## config.mk

```make
export PLATFORM = sky130hd
export DESIGN_NAME = calibrated_level_sensor
export DESIGN_NICKNAME = d
export VERILOG_FILES = /design/src/cls_pkg.sv /design/src/cls_ctrl.sv /design/src/cls_dp.sv /design/src/calibrated_level_sensor.sv
export SDC_FILE = /design/constraint.sdc
export NUM_CORES = 2
export LEC_CHECK = 0
export ABC_AREA = 1
export BUFFER_PORTS_ARGS = -buffer_cell sky130_fd_sc_hd__buf_2
export CORE_MARGIN = 5
export CORE_UTILIZATION = 55
export DETAILED_ROUTE_END_ITERATION = 7
export PLACE_DENSITY = 0.86
export SLEW_MARGIN = 30
export SYNTH_ARGS = -nofsm -noshare
export SYNTH_HDL_FRONTEND = slang
export SYNTH_SLANG_ARGS = --single-unit
```

## constraint.sdc

```tcl
create_clock -name clk -period 6.15 [get_ports clk]
set_clock_uncertainty 0.05 [all_clocks]
set_input_delay 0.3075 -clock clk [delete_from_list [all_inputs] [get_ports clk]]
set_output_delay 0.3075 -clock clk [all_outputs]
set_load 0.01 [all_outputs]
```

## src/cls_pkg.sv

```systemverilog
`default_nettype none
// ----------------------------------------------------------------------------
// cls_pkg
// Shared widths, constants, codes and control types of the calibrated level
// sensor.
// ----------------------------------------------------------------------------
package cls_pkg;

	localparam int SAMPLE_BITS = 10;
	localparam int FRAC_BITS   = 16;

	localparam int CMD_W     = 2;
	localparam int CAL_H_W   = 8;
	localparam int CFG_W     = 8;
	localparam int CFG_IDX_W = 1;
	localparam int HEIGHT_W  = 12;
	localparam int DIST_W    = 13;
	localparam int SCALE_W   = 32;

	localparam int SUM_W  = SAMPLE_BITS + 2;
	localparam int PROD_W = SCALE_W + SAMPLE_BITS + 1;
	localparam int ACC_W  = PROD_W + 1;
	localparam int OFF_W  = PROD_W + 1;
	localparam int DQ_W   = PROD_W + 1;
	localparam int NUM_W  = ((FRAC_BITS + 9 > SAMPLE_BITS) ? FRAC_BITS + 9 : SAMPLE_BITS) + 1;
	localparam int DEN_W  = SAMPLE_BITS + 1;
	localparam int SQ_W   = (NUM_W + 1 > SCALE_W + 1) ? NUM_W + 1 : SCALE_W + 1;
	localparam int DIV_CNT_W = $clog2(NUM_W);

	localparam int HALF         = 1 << (FRAC_BITS - 1);
	localparam int HEIGHT_MAX   = 4095;
	localparam int DIST_MAX     = 510;
	localparam int DIST_MIN_MAG = 4095;

	localparam logic [CMD_W-1:0] CMD_MEASURE = 2'd0;
	localparam logic [CMD_W-1:0] CMD_SET_ONE = 2'd1;
	localparam logic [CMD_W-1:0] CMD_SET_TWO = 2'd2;

	localparam logic [CFG_IDX_W-1:0] REG_USF_OFFSET = 1'b0;
	localparam logic [CFG_IDX_W-1:0] REG_USF_HEIGHT = 1'b1;

	localparam logic [CFG_W-1:0]       USF_OFFSET_RST = 8'd50;
	localparam logic [CFG_W-1:0]       USF_HEIGHT_RST = 8'd100;
	localparam logic [SCALE_W-1:0]     SCALE_RST      = 32'd7251;
	localparam logic [SCALE_W-1:0]     OFFSET_RST     = 32'd297009;
	localparam logic [SAMPLE_BITS-1:0] PT1_CODE_RST   = SAMPLE_BITS'(41);
	localparam logic [CAL_H_W-1:0]     PT1_H_RST      = 8'd0;
	localparam logic [SAMPLE_BITS-1:0] PT2_CODE_RST   = SAMPLE_BITS'(963);
	localparam logic [CAL_H_W-1:0]     PT2_H_RST      = 8'd100;

	typedef enum logic [3:0] {
		S_IDLE,
		S_DECODE,
		S_CHECK,
		S_DIV,
		S_SCALE,
		S_OMUL,
		S_OFFSET,
		S_HMUL,
		S_HADD,
		S_DIFF,
		S_ROUND
	} state_t;

	typedef struct packed {
		logic load;
		logic store;
		logic check;
		logic div_step;
		logic scale_ld;
		logic omul;
		logic off_ld;
		logic hmul;
		logic hadd;
		logic diff;
		logic out_ld;
	} ctrl_cmd_t;

	typedef struct packed {
		logic cal;
		logic dx_zero;
	} dp_status_t;

endpackage
`default_nettype wire

```

## src/cls_ctrl.sv

```systemverilog
`default_nettype none
// ----------------------------------------------------------------------------
// cls_ctrl
// Sequencer of the level sensor: steps the datapath through averaging,
// calibration, division, scaling and rounding, and owns both handshakes.
// ----------------------------------------------------------------------------
module cls_ctrl (
	input  wire logic             clk,
	input  wire logic             arst_n,
	input  wire logic             in_valid,
	output logic                  in_ready,
	output logic                  out_valid,
	input  wire logic             out_ready,
	input  wire cls_pkg::dp_status_t status,
	output cls_pkg::ctrl_cmd_t    cmd
);

	cls_pkg::state_t state_q, state_d;
	logic [cls_pkg::DIV_CNT_W-1:0] cnt_q;
	logic out_valid_q;
	logic slot_free;
	logic div_last;

	assign slot_free = !out_valid_q || out_ready;
	assign div_last  = (cnt_q == cls_pkg::DIV_CNT_W'(cls_pkg::NUM_W - 1));

	always_comb begin
		state_d = state_q;
		unique case (state_q)
			cls_pkg::S_IDLE:   if (in_valid) state_d = cls_pkg::S_DECODE;
			cls_pkg::S_DECODE: state_d = status.cal ? cls_pkg::S_CHECK : cls_pkg::S_HMUL;
			cls_pkg::S_CHECK:  state_d = status.dx_zero ? cls_pkg::S_HMUL : cls_pkg::S_DIV;
			cls_pkg::S_DIV:    if (div_last) state_d = cls_pkg::S_SCALE;
			cls_pkg::S_SCALE:  state_d = cls_pkg::S_OMUL;
			cls_pkg::S_OMUL:   state_d = cls_pkg::S_OFFSET;
			cls_pkg::S_OFFSET: state_d = cls_pkg::S_HMUL;
			cls_pkg::S_HMUL:   state_d = cls_pkg::S_HADD;
			cls_pkg::S_HADD:   state_d = cls_pkg::S_DIFF;
			cls_pkg::S_DIFF:   state_d = cls_pkg::S_ROUND;
			cls_pkg::S_ROUND:  if (slot_free) state_d = cls_pkg::S_IDLE;
			default:           state_d = cls_pkg::S_IDLE;
		endcase
	end

	always_comb begin
		cmd      = '0;
		in_ready = 1'b0;
		unique case (state_q)
			cls_pkg::S_IDLE: begin
				in_ready = 1'b1;
				cmd.load = in_valid;
			end
			cls_pkg::S_DECODE: cmd.store    = status.cal;
			cls_pkg::S_CHECK:  cmd.check    = 1'b1;
			cls_pkg::S_DIV:    cmd.div_step = 1'b1;
			cls_pkg::S_SCALE:  cmd.scale_ld = 1'b1;
			cls_pkg::S_OMUL:   cmd.omul     = 1'b1;
			cls_pkg::S_OFFSET: cmd.off_ld   = 1'b1;
			cls_pkg::S_HMUL:   cmd.hmul     = 1'b1;
			cls_pkg::S_HADD:   cmd.hadd     = 1'b1;
			cls_pkg::S_DIFF:   cmd.diff     = 1'b1;
			cls_pkg::S_ROUND:  cmd.out_ld   = slot_free;
			default:           cmd          = '0;
		endcase
	end

	always_ff @(posedge clk or negedge arst_n) begin
		if (!arst_n) begin
			state_q     <= cls_pkg::S_IDLE;
			cnt_q       <= '0;
			out_valid_q <= 1'b0;
		end else begin
			state_q <= state_d;
			if (cmd.check) begin
				cnt_q <= '0;
			end else if (cmd.div_step) begin
				cnt_q <= cnt_q + 1'b1;
			end
			if (cmd.out_ld) begin
				out_valid_q <= 1'b1;
			end else if (out_ready) begin
				out_valid_q <= 1'b0;
			end
		end
	end

	assign out_valid = out_valid_q;

endmodule
`default_nettype wire

```

## src/cls_dp.sv

```systemverilog
`default_nettype none
// ----------------------------------------------------------------------------
// cls_dp
// Datapath of the level sensor: sample average, calibration points, serial
// restoring divider for the slope, shared multiplier, offset, rounding and
// output registers.
// ----------------------------------------------------------------------------
module cls_dp (
	input  wire logic                                clk,
	input  wire logic                                arst_n,
	input  wire cls_pkg::ctrl_cmd_t                  cmd,
	output cls_pkg::dp_status_t                      status,
	input  wire logic                                cfg_we,
	input  wire logic [cls_pkg::CFG_IDX_W-1:0]       cfg_index,
	input  wire logic [cls_pkg::CFG_W-1:0]           cfg_wdata,
	input  wire logic [cls_pkg::CMD_W-1:0]           command,
	input  wire logic [cls_pkg::SAMPLE_BITS-1:0]     sample_a,
	input  wire logic [cls_pkg::SAMPLE_BITS-1:0]     sample_b,
	input  wire logic [cls_pkg::SAMPLE_BITS-1:0]     sample_c,
	input  wire logic [cls_pkg::SAMPLE_BITS-1:0]     sample_d,
	input  wire logic [cls_pkg::CAL_H_W-1:0]         cal_height_cm,
	output logic [cls_pkg::HEIGHT_W-1:0]             height_cm,
	output logic signed [cls_pkg::DIST_W-1:0]        distance_cm,
	output logic                                     cal_status
);

	localparam int SB = cls_pkg::SAMPLE_BITS;
	localparam int FB = cls_pkg::FRAC_BITS;
	localparam int HW = cls_pkg::CAL_H_W;
	localparam int SW = cls_pkg::SCALE_W;
	localparam int HR_W = cls_pkg::PROD_W + 1 - FB;
	localparam int DR_W = cls_pkg::DQ_W - FB;

	logic [cls_pkg::CFG_W-1:0]  usf_off_q, usf_hgt_q;
	logic [SB-1:0]              pt1_code_q, pt2_code_q;
	logic [HW-1:0]              pt1_h_q, pt2_h_q;
	logic signed [SW-1:0]       scale_q, offset_q;

	logic [cls_pkg::CMD_W-1:0]  cmd_q;
	logic [SB-1:0]              avg_q;
	logic [HW-1:0]              calh_q;
	logic                       stat_q;
	logic [cls_pkg::DEN_W-1:0]  rem_q, den_q;
	logic [cls_pkg::NUM_W-1:0]  quo_q;
	logic                       neg_q;
	logic signed [cls_pkg::PROD_W-1:0] prod_q;
	logic [cls_pkg::PROD_W-1:0] hq_q;
	logic [cls_pkg::HEIGHT_W-1:0] h_q;
	logic signed [cls_pkg::DQ_W-1:0] dq_q;

	logic [cls_pkg::SUM_W-1:0]  sum;
	logic signed [HW:0]         dh, dh_abs;
	logic signed [SB:0]         dx, dx_abs;
	logic [cls_pkg::NUM_W-1:0]  num;
	logic [cls_pkg::DEN_W-1:0]  den;
	logic [cls_pkg::DEN_W:0]    trial, trial_sub;
	logic                       ge;
	logic signed [cls_pkg::SQ_W-1:0]  s_ext;
	logic [cls_pkg::SQ_W-SW:0]        s_top;
	logic signed [SW-1:0]             scale_sat;
	logic [SB-1:0]                    mul_x;
	logic signed [cls_pkg::PROD_W-1:0] prod_d;
	logic signed [cls_pkg::OFF_W-1:0]  off_full;
	logic [cls_pkg::OFF_W-SW:0]        off_top;
	logic signed [SW-1:0]              off_sat;
	logic signed [cls_pkg::ACC_W-1:0]  hsum;
	logic [cls_pkg::PROD_W:0]          hr;
	logic [HR_W-1:0]                   hr_int;
	logic [cls_pkg::HEIGHT_W-1:0]      h_d;
	logic [cls_pkg::CFG_W:0]           usf_sum;
	logic signed [cls_pkg::DQ_W-1:0]   dq_d;
	logic [cls_pkg::DQ_W-1:0]          dq_mag, dr;
	logic [DR_W-1:0]                   dr_int;
	logic signed [cls_pkg::DIST_W-1:0] dist_d;
	logic                              is_cal;

	assign sum = cls_pkg::SUM_W'(sample_a) + cls_pkg::SUM_W'(sample_b)
		+ cls_pkg::SUM_W'(sample_c) + cls_pkg::SUM_W'(sample_d);

	assign is_cal = (cmd_q == cls_pkg::CMD_SET_ONE) || (cmd_q == cls_pkg::CMD_SET_TWO);

	assign dh     = $signed({1'b0, pt2_h_q}) - $signed({1'b0, pt1_h_q});
	assign dx     = $signed({1'b0, pt2_code_q}) - $signed({1'b0, pt1_code_q});
	assign dh_abs = dh[HW] ? -dh : dh;
	assign dx_abs = dx[SB] ? -dx : dx;
	assign num    = cls_pkg::NUM_W'({dh_abs[HW-1:0], {FB{1'b0}}, 1'b0})
		+ cls_pkg::NUM_W'(dx_abs[SB-1:0]);
	assign den    = {dx_abs[SB-1:0], 1'b0};

	assign status.cal     = is_cal;
	assign status.dx_zero = (dx == '0);

	// One quotient bit per step of the restoring divider.
	assign trial     = {rem_q, quo_q[cls_pkg::NUM_W-1]};
	assign ge        = (trial >= {1'b0, den_q});
	assign trial_sub = trial - {1'b0, den_q};

	assign s_ext     = neg_q ? -$signed(cls_pkg::SQ_W'(quo_q)) : $signed(cls_pkg::SQ_W'(quo_q));
	assign s_top     = s_ext[cls_pkg::SQ_W-1:SW-1];
	assign scale_sat = ((&s_top) || !(|s_top)) ? s_ext[SW-1:0]
		: (s_ext[cls_pkg::SQ_W-1] ? $signed({1'b1, {(SW-1){1'b0}}})
		: $signed({1'b0, {(SW-1){1'b1}}}));

	assign mul_x  = cmd.omul ? pt1_code_q : avg_q;
	assign prod_d = cls_pkg::PROD_W'(scale_q) * cls_pkg::PROD_W'($signed({1'b0, mul_x}));

	assign off_full = $signed(cls_pkg::OFF_W'({pt1_h_q, {FB{1'b0}}}))
		- cls_pkg::OFF_W'(prod_q);
	assign off_top  = off_full[cls_pkg::OFF_W-1:SW-1];
	assign off_sat  = ((&off_top) || !(|off_top)) ? off_full[SW-1:0]
		: (off_full[cls_pkg::OFF_W-1] ? $signed({1'b1, {(SW-1){1'b0}}})
		: $signed({1'b0, {(SW-1){1'b1}}}));

	assign hsum = cls_pkg::ACC_W'(prod_q) + cls_pkg::ACC_W'(offset_q);

	assign hr     = (cls_pkg::PROD_W + 1)'(hq_q) + (cls_pkg::PROD_W + 1)'(cls_pkg::HALF);
	assign hr_int = hr[cls_pkg::PROD_W:FB];
	assign h_d    = (hr_int > HR_W'(cls_pkg::HEIGHT_MAX))
		? cls_pkg::HEIGHT_W'(cls_pkg::HEIGHT_MAX) : hr_int[cls_pkg::HEIGHT_W-1:0];

	assign usf_sum = {1'b0, usf_off_q} + {1'b0, usf_hgt_q};
	assign dq_d    = $signed(cls_pkg::DQ_W'({usf_sum, {FB{1'b0}}}))
		- $signed(cls_pkg::DQ_W'(hq_q));

	assign dq_mag = dq_q[cls_pkg::DQ_W-1] ? cls_pkg::DQ_W'(-dq_q) : cls_pkg::DQ_W'(dq_q);
	assign dr     = dq_mag + cls_pkg::DQ_W'(cls_pkg::HALF);
	assign dr_int = dr[cls_pkg::DQ_W-1:FB];

	always_comb begin
		if (dq_q[cls_pkg::DQ_W-1]) begin
			if (dr_int > DR_W'(cls_pkg::DIST_MIN_MAG)) begin
				dist_d = cls_pkg::DIST_W'(0) - cls_pkg::DIST_W'(cls_pkg::DIST_MIN_MAG);
			end else begin
				dist_d = cls_pkg::DIST_W'(0) - dr_int[cls_pkg::DIST_W-1:0];
			end
		end else begin
			if (dr_int > DR_W'(cls_pkg::DIST_MAX)) begin
				dist_d = cls_pkg::DIST_W'(cls_pkg::DIST_MAX);
			end else begin
				dist_d = $signed(dr_int[cls_pkg::DIST_W-1:0]);
			end
		end
	end

	always_ff @(posedge clk or negedge arst_n) begin
		if (!arst_n) begin
			usf_off_q  <= cls_pkg::USF_OFFSET_RST;
			usf_hgt_q  <= cls_pkg::USF_HEIGHT_RST;
			scale_q    <= cls_pkg::SCALE_RST;
			offset_q   <= cls_pkg::OFFSET_RST;
			pt1_code_q <= cls_pkg::PT1_CODE_RST;
			pt1_h_q    <= cls_pkg::PT1_H_RST;
			pt2_code_q <= cls_pkg::PT2_CODE_RST;
			pt2_h_q    <= cls_pkg::PT2_H_RST;
		end else begin
			if (cfg_we && (cfg_index == cls_pkg::REG_USF_OFFSET)) begin
				usf_off_q <= cfg_wdata;
			end
			if (cfg_we && (cfg_index == cls_pkg::REG_USF_HEIGHT)) begin
				usf_hgt_q <= cfg_wdata;
			end
			if (cmd.store) begin
				if (cmd_q == cls_pkg::CMD_SET_ONE) begin
					pt1_code_q <= avg_q;
					pt1_h_q    <= calh_q;
				end else begin
					pt2_code_q <= avg_q;
					pt2_h_q    <= calh_q;
				end
			end
			if (cmd.scale_ld) begin
				scale_q <= scale_sat;
			end
			if (cmd.off_ld) begin
				offset_q <= off_sat;
			end
		end
	end

	always_ff @(posedge clk) begin
		if (cmd.load) begin
			cmd_q  <= command;
			avg_q  <= sum[cls_pkg::SUM_W-1:2];
			calh_q <= cal_height_cm;
			stat_q <= 1'b0;
		end
		if (cmd.check) begin
			stat_q <= status.dx_zero;
			rem_q  <= '0;
			quo_q  <= num;
			den_q  <= den;
			neg_q  <= dh[HW] != dx[SB];
		end
		if (cmd.div_step) begin
			rem_q <= ge ? trial_sub[cls_pkg::DEN_W-1:0] : trial[cls_pkg::DEN_W-1:0];
			quo_q <= {quo_q[cls_pkg::NUM_W-2:0], ge};
		end
		if (cmd.omul || cmd.hmul) begin
			prod_q <= prod_d;
		end
		if (cmd.hadd) begin
			hq_q <= hsum[cls_pkg::ACC_W-1] ? '0 : hsum[cls_pkg::PROD_W-1:0];
		end
		if (cmd.diff) begin
			h_q  <= h_d;
			dq_q <= dq_d;
		end
		if (cmd.out_ld) begin
			height_cm   <= h_q;
			distance_cm <= dist_d;
			cal_status  <= stat_q;
		end
	end

endmodule
`default_nettype wire

```

## src/calibrated_level_sensor.sv

```systemverilog
`default_nettype none
// ----------------------------------------------------------------------------
// calibrated_level_sensor
// Two-point calibrated water level sensor: averages four converter samples,
// maintains slope and offset from two calibration points, and reports height
// and an emulated ultrasound distance in centimeters.
// ----------------------------------------------------------------------------
//   Channel   Handshake              Payload
//   input     in_valid / in_ready    command, sample_a..d, cal_height_cm
//   output    out_valid / out_ready  height_cm, distance_cm, cal_status
//   config    cfg_we                 cfg_index, cfg_wdata
//
// A measurement passes through the decode, multiply, add, difference and round
// steps. A calibration first stores its point, runs the restoring divider that
// forms the slope one bit per cycle, then loads scale and offset; equal codes
// skip these. The next item is accepted in the cycle after the result loads.
// One item is in work at a time; the output register holds a result while
// the next item is accepted, and a stalled output holds only the final step.
// Reset restores the factory calibration and the register defaults at once.
// ----------------------------------------------------------------------------
module calibrated_level_sensor (
	input  wire logic                                clk,
	input  wire logic                                arst_n,
	input  wire logic                                in_valid,
	output logic                                     in_ready,
	input  wire logic [cls_pkg::CMD_W-1:0]           command,
	input  wire logic [cls_pkg::SAMPLE_BITS-1:0]     sample_a,
	input  wire logic [cls_pkg::SAMPLE_BITS-1:0]     sample_b,
	input  wire logic [cls_pkg::SAMPLE_BITS-1:0]     sample_c,
	input  wire logic [cls_pkg::SAMPLE_BITS-1:0]     sample_d,
	input  wire logic [cls_pkg::CAL_H_W-1:0]         cal_height_cm,
	output logic                                     out_valid,
	input  wire logic                                out_ready,
	output logic [cls_pkg::HEIGHT_W-1:0]             height_cm,
	output logic signed [cls_pkg::DIST_W-1:0]        distance_cm,
	output logic                                     cal_status,
	input  wire logic                                cfg_we,
	input  wire logic [cls_pkg::CFG_IDX_W-1:0]       cfg_index,
	input  wire logic [cls_pkg::CFG_W-1:0]           cfg_wdata
);

	cls_pkg::ctrl_cmd_t  cmd;
	cls_pkg::dp_status_t status;

	cls_ctrl u_ctrl (
		.clk       (clk),
		.arst_n    (arst_n),
		.in_valid  (in_valid),
		.in_ready  (in_ready),
		.out_valid (out_valid),
		.out_ready (out_ready),
		.status    (status),
		.cmd       (cmd)
	);

	cls_dp u_dp (
		.clk           (clk),
		.arst_n        (arst_n),
		.cmd           (cmd),
		.status        (status),
		.cfg_we        (cfg_we),
		.cfg_index     (cfg_index),
		.cfg_wdata     (cfg_wdata),
		.command       (command),
		.sample_a      (sample_a),
		.sample_b      (sample_b),
		.sample_c      (sample_c),
		.sample_d      (sample_d),
		.cal_height_cm (cal_height_cm),
		.height_cm     (height_cm),
		.distance_cm   (distance_cm),
		.cal_status    (cal_status)
	);

	a_busy_after_transfer: assert property (@(posedge clk) disable iff (!arst_n)
		in_valid && in_ready |=> !in_ready)
		else $error("input accepted while an item is in work");

	a_one_step: assert property (@(posedge clk) disable iff (!arst_n)
		$onehot0(cmd))
		else $error("more than one datapath step in a cycle");

	a_equal_codes_skip: assert property (@(posedge clk) disable iff (!arst_n)
		cmd.check && status.dx_zero |=> cmd.hmul)
		else $error("equal calibration codes did not skip the divider");

	a_div_blocks_input: assert property (@(posedge clk) disable iff (!arst_n)
		cmd.div_step |-> !in_ready && !out_valid || !in_ready)
		else $error("input ready during division");

endmodule
`default_nettype wire

```

==> impl_metrics.yaml <==
final_layout:
  antennaDiodeCount: 0
  syn_to_final_growth_pct: 14.9
  layout-drive-gt1-share_pct: 13.8
  ff_latch_area_um2: 10300
  multi_input_area_um2: 22900
  final_nets: 5380
  final_core_util_pct: 63.9
  fillers: 5045
synth:
  ys_warn_count: 0
  synth_top_area_share_pct: 19.8
  synthTopCellsByCount: "971 x nand2_1, 885 x inv_1, 517 x nor2_1"
  synth_edf_count: 237
  postSynthCellCount: 4560
  yosys.area.top_type: "edfxtp_1"
  async_flop_share_pct: 34.7
  synth_area_leaders: "edfxtp_1 20%, fa_1 16%, nand2_1 10%"
  yosysMostFrequentCell: "nand2_1"
  ys_seq_area_share_pct: 28.7
  synth_cell_types: 62
  synth-main-ff-cell: "edfxtp_1"
  ys_ff_latch: 363
  synth_nets: 5135
  syn_area_um2: 36000
  syn_avg_cell_area_um2: 7.88
route:
  drc: 0
  wl_per_cell_um: 17.4
  first_pass_iters: 7
  routed_wl_mm: 98.8
  antenna_left: 0
  vias_per_cell: 5.51
  vias: 31400
  drt_iter0_markers: 2559
clock_tree:
  clock_sinks: 363
  clock_latency_ps: 590
  cts_buffers: 42
  cts_root_buf: "clkbuf_16"
  cts_tree: "yes"
  path_clk_slew_ps: 60
  h-tree-depth: 2
  clk_path_buf_depth: 3
global_routing:
  antenna_found_initial: 0
  grt_pass1_vias: 31200
  track_usage_pct: 25.9
  grt_overflow_total: 0
  grt_pass1_wl_mm: 151
  grt_max_degree: 70
setup_path:
  r2r_slack_ps: -340
  cp_slowest_stage_delay_ps: 570
  crit_slowest_cell: "fa_1"
  r2r_start: "u_ctrl.state_q[3]"
  r2r_cells: 28
  start_kind: "register"
  worstSetupEndpointType: "register"
  cp.required_ps: 6420
  arrival_ps: 6760
  path_common_cell: "fa_1"
  cp_max_fo: 7
  worst-setup-path-type: "reg -> reg"
  r2r_end: "u_dp.prod_q[41]"
floorplanning:
  rows: 93
  io_pins: 92
  die_h_um: 266
  die_area_um2: 70600
  die_w_um: 266
  start_util_pct: 55.7
  core_um2: 64600
sta:
  setup_violations: 22
  clock.fmax_mhz: 154
  fin_crit_ps: 6490
  min_period_over_period_pct: 105
  slew_violations: 0
  rsz0062_at_grt: "true"
  worstMarginPinSlew_ps: 941
  finalHoldViolCount: 0
  slew_headroom_pct: 37.1
  setup_slack_ps: -337
hold_path:
  hold_path.class: "in -> reg"
  min_from: "in_valid"
  hold_path_end: "u_dp.stat_q"
  hold_path_depth: 3
placed_design:
  gp_congestion: 0.963
  dp_hpwl_mm: 74.4
  portBuffers: 91
run:
  maxCapViolations: 0
outcome:
  outcome: "complete, but fails checks"
  violations: "setup timing"
-- per-stage QoR --
| stage | instances | setup WS [ps] | setup TNS, ps | cell area (um2) | hold slack (ps) |
|---|---|---|---|---|---|
| 2_1_floorplan | 4560 | -28.7 | -28.7 | 36100 | -38.1 |
| 3_3_place_gp | 5568 | -197 | -931 | 38500 | 273 |
| 3_5_place_dp | 5571 | -271 | -1880 | 38600 | 281 |
| 4_1_cts | 5668 | -260 | -1540 | 40100 | 144 |
| 5_1_grt | 5693 | -560 | -8670 | 41300 | 183 |
| 6_report | 5693 | -337 | -3650 | 41300 | 173 |
-- worst max-delay path: cells and delay by family (launching register included) --
kind	cells	cell delay [ps]
xor+xnor	1	150
compound gates	9	1420
fa+ha+maj	6	2810
simple gates	3	350
buf+inv	9	1020
flops	1	420
-- registers in the layout, indices dropped and copies added, names as in the netlist, 2 cells and up --
signal and cells:
u_dp.dq_q 44, u_dp.hq_q 43, u_dp.prod_q 43, u_dp.offset_q 32
u_dp.scale_q 32, u_dp.quo_q 26, u_dp.distance_cm 13, u_dp.h_q 12
u_dp.height_cm 12, u_dp.rem_q 11, u_dp.avg_q 10, u_dp.den_q 10
u_dp.pt1_code_q 10, u_dp.pt2_code_q 10, u_dp.calh_q 8, u_dp.pt1_h_q 8
u_dp.pt2_h_q 8, u_dp.usf_hgt_q 8, u_dp.usf_off_q 8, u_ctrl.cnt_q 5
u_ctrl.state_q 4, u_dp.cmd_q 2
-- layer usage --
layer	wire length, um	GRT usage [%]	vias up
li1	-	-	14800
met1	37100	30.7	14800
met2	48500	45.8	1342
met3	6610	4.08	437
met4	6590	12.9	0
met5	0	0	-
-- how the worst max path moves through the flow --
stage               depth (start not counted)               from         endpoint
finish                                     28  u_ctrl.state_q[3]  u_dp.prod_q[41]
floorplan                                  32  u_ctrl.state_q[1]  u_dp.prod_q[40]
global route                               33  u_ctrl.state_q[2]  u_dp.prod_q[40]
global placement                           29  u_ctrl.state_q[3]  u_dp.prod_q[41]
CTS                                        33  u_ctrl.state_q[0]  u_dp.prod_q[40]
detailed placement                         33  u_ctrl.state_q[3]  u_dp.prod_q[40]
-- cell families after synthesis --
group	Yosys count	share of synthesized area (%)
xor+xnor	265	6.52
fa+ha+maj	511	23.8
buf+inv	994	10.5
flops	363	28.7
compound gates	562	8.69
simple gates	1865	21.8
-- layout make-up --
| class | count | area share [%] |
|---|---|---|
| Sequential cell | 363 | 25.0 |
| Clock inverter | 21 | 0.358 |
| Multi-Input combinational cell | 3203 | 55.4 |
| Inverter | 897 | 8.19 |
| Timing Repair inverter | 2 | 0.0333 |
| Tap cell | 855 | 2.59 |
| Timing Repair Buffer | 296 | 5.63 |
| Clock buffer | 56 | 2.87 |
-- placed cells by master, fill, tap and decap left out, drive strengths merged, types with 11 or more instances in the layout --
| master | count |
|---|---|
| nand2 | 996 |
| inv | 898 |
| nor2 | 548 |
| fa | 289 |
| buf | 274 |
| edfxtp | 237 |
| a21oi | 228 |
| ha | 222 |
| o21ai | 206 |
| xor2 | 196 |
| nand3 | 169 |
| dfrtp | 95 |
| xnor2 | 69 |
| clkbuf | 58 |
| nor3 | 57 |
| nand4 | 48 |
| a31oi | 33 |
| dfstp | 31 |
| o21bai | 27 |
| dlygate4sd3 | 20 |
| o21a | 19 |
| clkinv | 17 |
| nor4 | 15 |
| or2 | 14 |
| nand3b | 11 |
| o221ai | 11 |
-- timing repair --
item | in CTS | in global routing
resized for setup | 3 | 239
pin swaps | 0 | 87
setup buffers | 0 | 22
hold endpoints to repair | 72 | 0
endpoints found under the setup margin | 13 | 28
gates cloned | 0 | 4
hold buffers | 20 | 0
Power is left out: the tool's default activity adds up to more than one toggle a clock period on the data nets, which glitch-free logic cannot reach.
